## config.mk

```make
export PLATFORM = sky130hd
export DESIGN_NAME = csc_sqrt_cell
export DESIGN_NICKNAME = d
export VERILOG_FILES = /design/src/rtl/core/csc_pkg.sv /design/src/rtl/core/csc_sqrt_cell.sv
export SDC_FILE = /design/constraint.sdc
export NUM_CORES = 1
export LEC_CHECK = 0
export BUFFER_PORTS_ARGS = -buffer_cell sky130_fd_sc_hd__clkbuf_2
export CAP_MARGIN = 20
export CORE_AREA = 2 2 218 220
export CTS_BUF_LIST = sky130_fd_sc_hd__clkbuf_4 sky130_fd_sc_hd__clkbuf_8
export DETAILED_ROUTE_END_ITERATION = 8
export DIE_AREA = 0 0 220 222
export GPL_ROUTABILITY_DRIVEN = 1
export PLACE_DENSITY = 0.54
export SLEW_MARGIN = 15
export SYNTH_ARGS = -nofsm -noshare
export SYNTH_HDL_FRONTEND = slang
export SYNTH_SLANG_ARGS = --single-unit
export TNS_END_PERCENT = 5
```

## constraint.sdc

```tcl
create_clock -name clk -period 9.25 [get_ports clk]
set_input_delay 0.925 -clock clk [delete_from_list [all_inputs] [get_ports clk]]
set_output_delay 0.925 -clock clk [all_outputs]
set_load 0.01 [all_outputs]
```

## src/rtl/core/csc_pkg.sv

```systemverilog
// ----------------------------------------------------------------------------
// csc_pkg: shared types and constants for the chord circle-center block
// Holds the default coordinate width and the result status codes.
// ----------------------------------------------------------------------------
package csc_pkg;

  localparam int COORD_WIDTH_DEF = 32;

  typedef enum logic [1:0] {
    ST_OK           = 2'd0,
    ST_COINCIDENT   = 2'd1,
    ST_SHORT_RADIUS = 2'd2,
    ST_SATURATED    = 2'd3
  } status_t;

endpackage

```

## src/rtl/core/csc_sqrt_cell.sv

```systemverilog
// ----------------------------------------------------------------------------
// csc_sqrt_cell: one digit step of two integer square roots
// Resolves one root bit of each operand and hands the partial results on.
// ----------------------------------------------------------------------------
module csc_sqrt_cell import csc_pkg::*; #(
  parameter int K      = COORD_WIDTH_DEF + 1,
  parameter int SIDE_W = 8
) (
  input  logic              clk,
  input  logic              rst_n,
  input  logic              en,
  input  logic              in_valid,
  input  logic [K+1:0]      in_rem_a,
  input  logic [K-1:0]      in_root_a,
  input  logic [2*K-1:0]    in_opnd_a,
  input  logic [K+1:0]      in_rem_b,
  input  logic [K-1:0]      in_root_b,
  input  logic [2*K-1:0]    in_opnd_b,
  input  logic [SIDE_W-1:0] in_side,
  output logic              out_valid,
  output logic [K+1:0]      out_rem_a,
  output logic [K-1:0]      out_root_a,
  output logic [2*K-1:0]    out_opnd_a,
  output logic [K+1:0]      out_rem_b,
  output logic [K-1:0]      out_root_b,
  output logic [2*K-1:0]    out_opnd_b,
  output logic [SIDE_W-1:0] out_side
);

  typedef struct packed {
    logic [K+1:0] rem;
    logic [K-1:0] root;
  } digit_t;

  function automatic digit_t step(input logic [K+1:0] rem, input logic [K-1:0] root,
                                  input logic [1:0] pair);
    logic [K+3:0] t;
    logic [K+3:0] trial;
    logic [K+3:0] diff;
    digit_t       d;
    t     = {rem, pair};
    trial = {2'b00, root, 2'b01};
    diff  = t - trial;
    if (t >= trial) begin
      d.rem  = diff[K+1:0];
      d.root = {root[K-2:0], 1'b1};
    end else begin
      d.rem  = t[K+1:0];
      d.root = {root[K-2:0], 1'b0};
    end
    return d;
  endfunction

  digit_t da, db;
  logic   valid_r;
  digit_t a_r, b_r;
  logic [2*K-1:0]    opnd_a_r, opnd_b_r;
  logic [SIDE_W-1:0] side_r;

  always_comb begin
    da = step(in_rem_a, in_root_a, in_opnd_a[2*K-1:2*K-2]);
    db = step(in_rem_b, in_root_b, in_opnd_b[2*K-1:2*K-2]);
  end

  always_ff @(posedge clk) begin
    if (!rst_n) begin
      valid_r <= 1'b0;
    end else if (en) begin
      valid_r <= in_valid;
    end
  end

  always_ff @(posedge clk) begin
    if (en) begin
      a_r      <= da;
      b_r      <= db;
      opnd_a_r <= {in_opnd_a[2*K-3:0], 2'b00};
      opnd_b_r <= {in_opnd_b[2*K-3:0], 2'b00};
      side_r   <= in_side;
    end
  end

  assign out_valid  = valid_r;
  assign out_rem_a  = a_r.rem;
  assign out_root_a = a_r.root;
  assign out_opnd_a = opnd_a_r;
  assign out_rem_b  = b_r.rem;
  assign out_root_b = b_r.root;
  assign out_opnd_b = opnd_b_r;
  assign out_side   = side_r;

endmodule

```

==> summary.txt <==
Global route
  – Total GRT Usage: 0.170
  – Total grt overflow: 0
  – GR Util met1: 0.200
  – Met2 track demand over resource: 0.288
  – GR peak layer: met2
  – Initial antenna violation count: 4
  – Pin count of the biggest net entering global routing: 173
  – Met3 Use GR: 0.0525
  – Vias in the first global route: roughly 11000
  – First-pass GRT wire length: around 63 mm

STA
  – RSZ-0062 raised after global routing: no
  – # setup viols final: 0
  – Min cycle time layout: 3.81 ns
  – Setup TNS: 0 ns
  – Worst Clk Skew: 0 ns
  – Slew HR: 0.275
  – Period utilisation layout: 0.412
  – Fmax: roughly 260 MHz
  – Final Hold Viols: 0
  – Count of pins over their slew limit: 0
  – Slew at the pin with the worst max-slew slack: between 1 and 1.5 ns

Clock network
  – # hold bufs at CTS: 0
  – Setup Buffers After CTS: 0
  – CTS tree: done
  – Root buf cell: clkbuf_8
  – Maximum root-to-sink buffer count: 3
  – Number of gates resized after cts: 0
  – Clk sinks: approximately 270
  – Clk slew on worst S/H paths: ~0.06 ns
  – Htree depth: 2
  – Skew-Pair Late Insertion Delay: ~0.60 ns
  – Cts bufs inserted: 49

Logic synthesis
  – Syn Inst Count: 1059
  – Prevailing post-synth register cell: edfxtp_1
  – Synthesized area: 13100 um^2
  – Post-synth cell types: 67
  – Top-count cell post-synth: edfxtp_1
  – Synth cell count leaders: edfxtp_1 (272), nand2_1 (91), inv_1 (85), a21oi_1 (77), ha_1 (70)
  – Area leader, netlist: edfxtp_1
  – Sequential area share after synthesis: 0.625
  – Number of flops mapped to enable cells by yosys: around 270
  – Register bit total from synthesis: between 200 and 300
  – Area contributors post-synth: edfxtp_1 (62%), ha_1 (6.7%), a21oi_1 (2.9%)
  – Async SR Flop Fraction: 0
  – Mean Syn Cell Area: 12.4 um^2
  – Post-synth top area share: 0.624
  – Synth Warn #: 0

Final layout
  – Final Core Density: 0.380
  – Nets: roughly 2000
  – Area Growth Syn to Fin: 34.1%
  – Fillers: between 4000 and 5000
  – Fraction of layout cells with a size suffix above 1: 0.384

Hold path
  – Worst Hold Class: input port to register

Route
  – DRT iter0 DRCs: between 600 and 700
  – Vias per cell: around 4.7
  – DR WL/cell: between 15 and 20 um
  – ANT nets after route: 0
  – Routed Wire Length: approximately 43 mm
  – Drt pass-1 iters: 5
  – # DRC: 0
  – Vias: 10800

Setup path
  – Bufs and invs on worst path: 3
  – Startpoint types: input port
  – CP Class: input port to register
  – Worst Path Max Fanout: 36
  – Slowest CP cell: nor4_1
  – Max incr delay on CP: 0.56 ns
  – Crit path arrival time: 4.16 ns
  – WP data required: approximately 9.6 ns
  – CP top delay family: simple AND/OR/NAND/NOR gates
  – Crit path cell chain: clkbuf_2 -> inv_1 -> ha_1 -> nand4_1 -> or4_1 -> nor4_1 -> a221o_1 -> a2111o_1 -> nor3_4 -> inv_2 -> a311o_1 -> nor3_1
  – Worst setup EP type: register

Placement
  – RePlAce Congestion: between 0.8 and 0.9
  – Buffers on Ports: between 500 and 600
  – Post-DP HPWL: ~34 mm

Die
  – Core ar.: between 40000 and 50000 um^2
  – Die X: approximately 220 um
  – Io pins: roughly 560
  – Die Y: about 220 um
  – Initial Util: 0.283
  – Die area: 48800 um^2
  – FP Rows: between 70 and 80

Power and ir drop
  – Static Leak: just under 8 nW
  – Power per Cell Area: between 150 and 200 nW/um^2
  – Peak supply drop: roughly 120 uV
  – Post-layout power: between 3 and 4 mW

Job
  – Max-Cap Viols: 0

Outcome
  – Status: complete, no violations
metal layers:
metal / up-vias / part of all wire
met4: 4 / 0.029
met3: 77 / 0.086
li1: 5143 / -
met5: - / 0.00055
met2: 424 / 0.49
met1: 5171 / 0.40
layout by cell type, fill, tap and decap left out, types with 6 or more instances in the layout:
cell type,netlist,routed
edfxtp_1,272,272
o21ai_0,37,37
clkbuf_8,0,49
or3_1,6,6
a31oi_1,10,10
a21o_1,34,34
nor2_1,57,57
inv_1,85,85
nand2_1,91,91
o21bai_1,6,6
nor3_1,16,16
clkbuf_4,0,9
clkbuf_2,0,551
nand3_1,16,16
o21a_1,15,15
o31a_1,7,7
clkinv_2,0,9
xor2_1,18,18
o31ai_1,15,15
ha_1,70,70
o21ai_1,32,31
a21oi_1,77,77
nand2b_1,6,6
and3_1,14,14
o211ai_1,11,11
clkinv_1,0,11
nand4_1,13,13
xnor2_1,28,28
nor2b_1,11,11
metrics by stage:
stage / instance area [um^2] / instances / setup slack [ns] / hold slack (ns)
2_1_floorplan: 13100 / 1062 / 5.58 / 0.538
3_3_place_gp: 16600 / 2194 / 4.97 / 0.507
3_5_place_dp: 16600 / 2194 / 4.87 / 0.523
4_1_cts: 17600 / 2282 / 5.57 / 0.415
5_1_grt: 17600 / 2284 / 5.36 / 0.424
6_report: 17600 / 2284 / 5.44 / 0.490
layout make-up:
| type | count | area (um^2) | area share |
|---|---|---|---|
| Sequential cell | 273 | 8190 | 0.466 |
| Multi-Input combinational cell | 672 | 4480 | 0.255 |
| Timing Repair Buffer | 555 | 2810 | 0.160 |
| Tap cell | 607 | 759 | 0.0433 |
| Clock buffer | 58 | 742 | 0.0423 |
| Inverter | 87 | 327 | 0.0186 |
| Clock inverter | 30 | 254 | 0.0145 |
| Antenna cell | 2 | 5.00 | 0.000285 |
report_power, final:
part / switching [mW] / internal, mW / leakage [nW] / total [mW]
combinational: 0.401 / 0.265 / 4.70 / 0.667
sequential: 0.0370 / 1.52 / 2.67 / 1.55
clock: 0.525 / 0.648 / 0.512 / 1.17
total: 0.963 / 2.43 / 7.88 / 3.39
flip-flops by register name, indices dropped and copies added, names as in the netlist:
| signal | cells |
|---|---|
| out_opnd_a | 64 |
| out_side | 8 |
| out_root_b | 33 |
| out_opnd_b | 64 |
| out_valid | 1 |
| out_rem_a | 35 |
| out_root_a | 33 |
| out_rem_b | 35 |
path summary, 6_finish.rpt:
check	startpoint	depth (start not counted)	to	slack, ns
min	in_opnd_b[60]	1	out_opnd_b[62]	0.49
max	in_root_a[17]	12	out_rem_a[32]	5.44
max reg2reg	out_valid	2	out_valid	8.66
min reg2reg	out_valid	2	out_valid	0.52
kinds of logic (layout without fill, tap and decap cells):
family | count (synthesis) | in the layout | share of synthesized area
adder cells (fa/ha/maj) | 70 | 70 | 0.0669
XOR/XNOR | 46 | 46 | 0.0308
AO/OA/AOI/OAI | 288 | 288 | 0.143
multiplexers | 5 | 5 | 0.00411
other | 1 | 6 | 0.000286
buffers and inverters | 117 | 730 | 0.0349
flip-flops | 273 | 273 | 0.625
AND/OR/NAND/NOR | 259 | 259 | 0.0955
(Power assumes the default switching activity.)
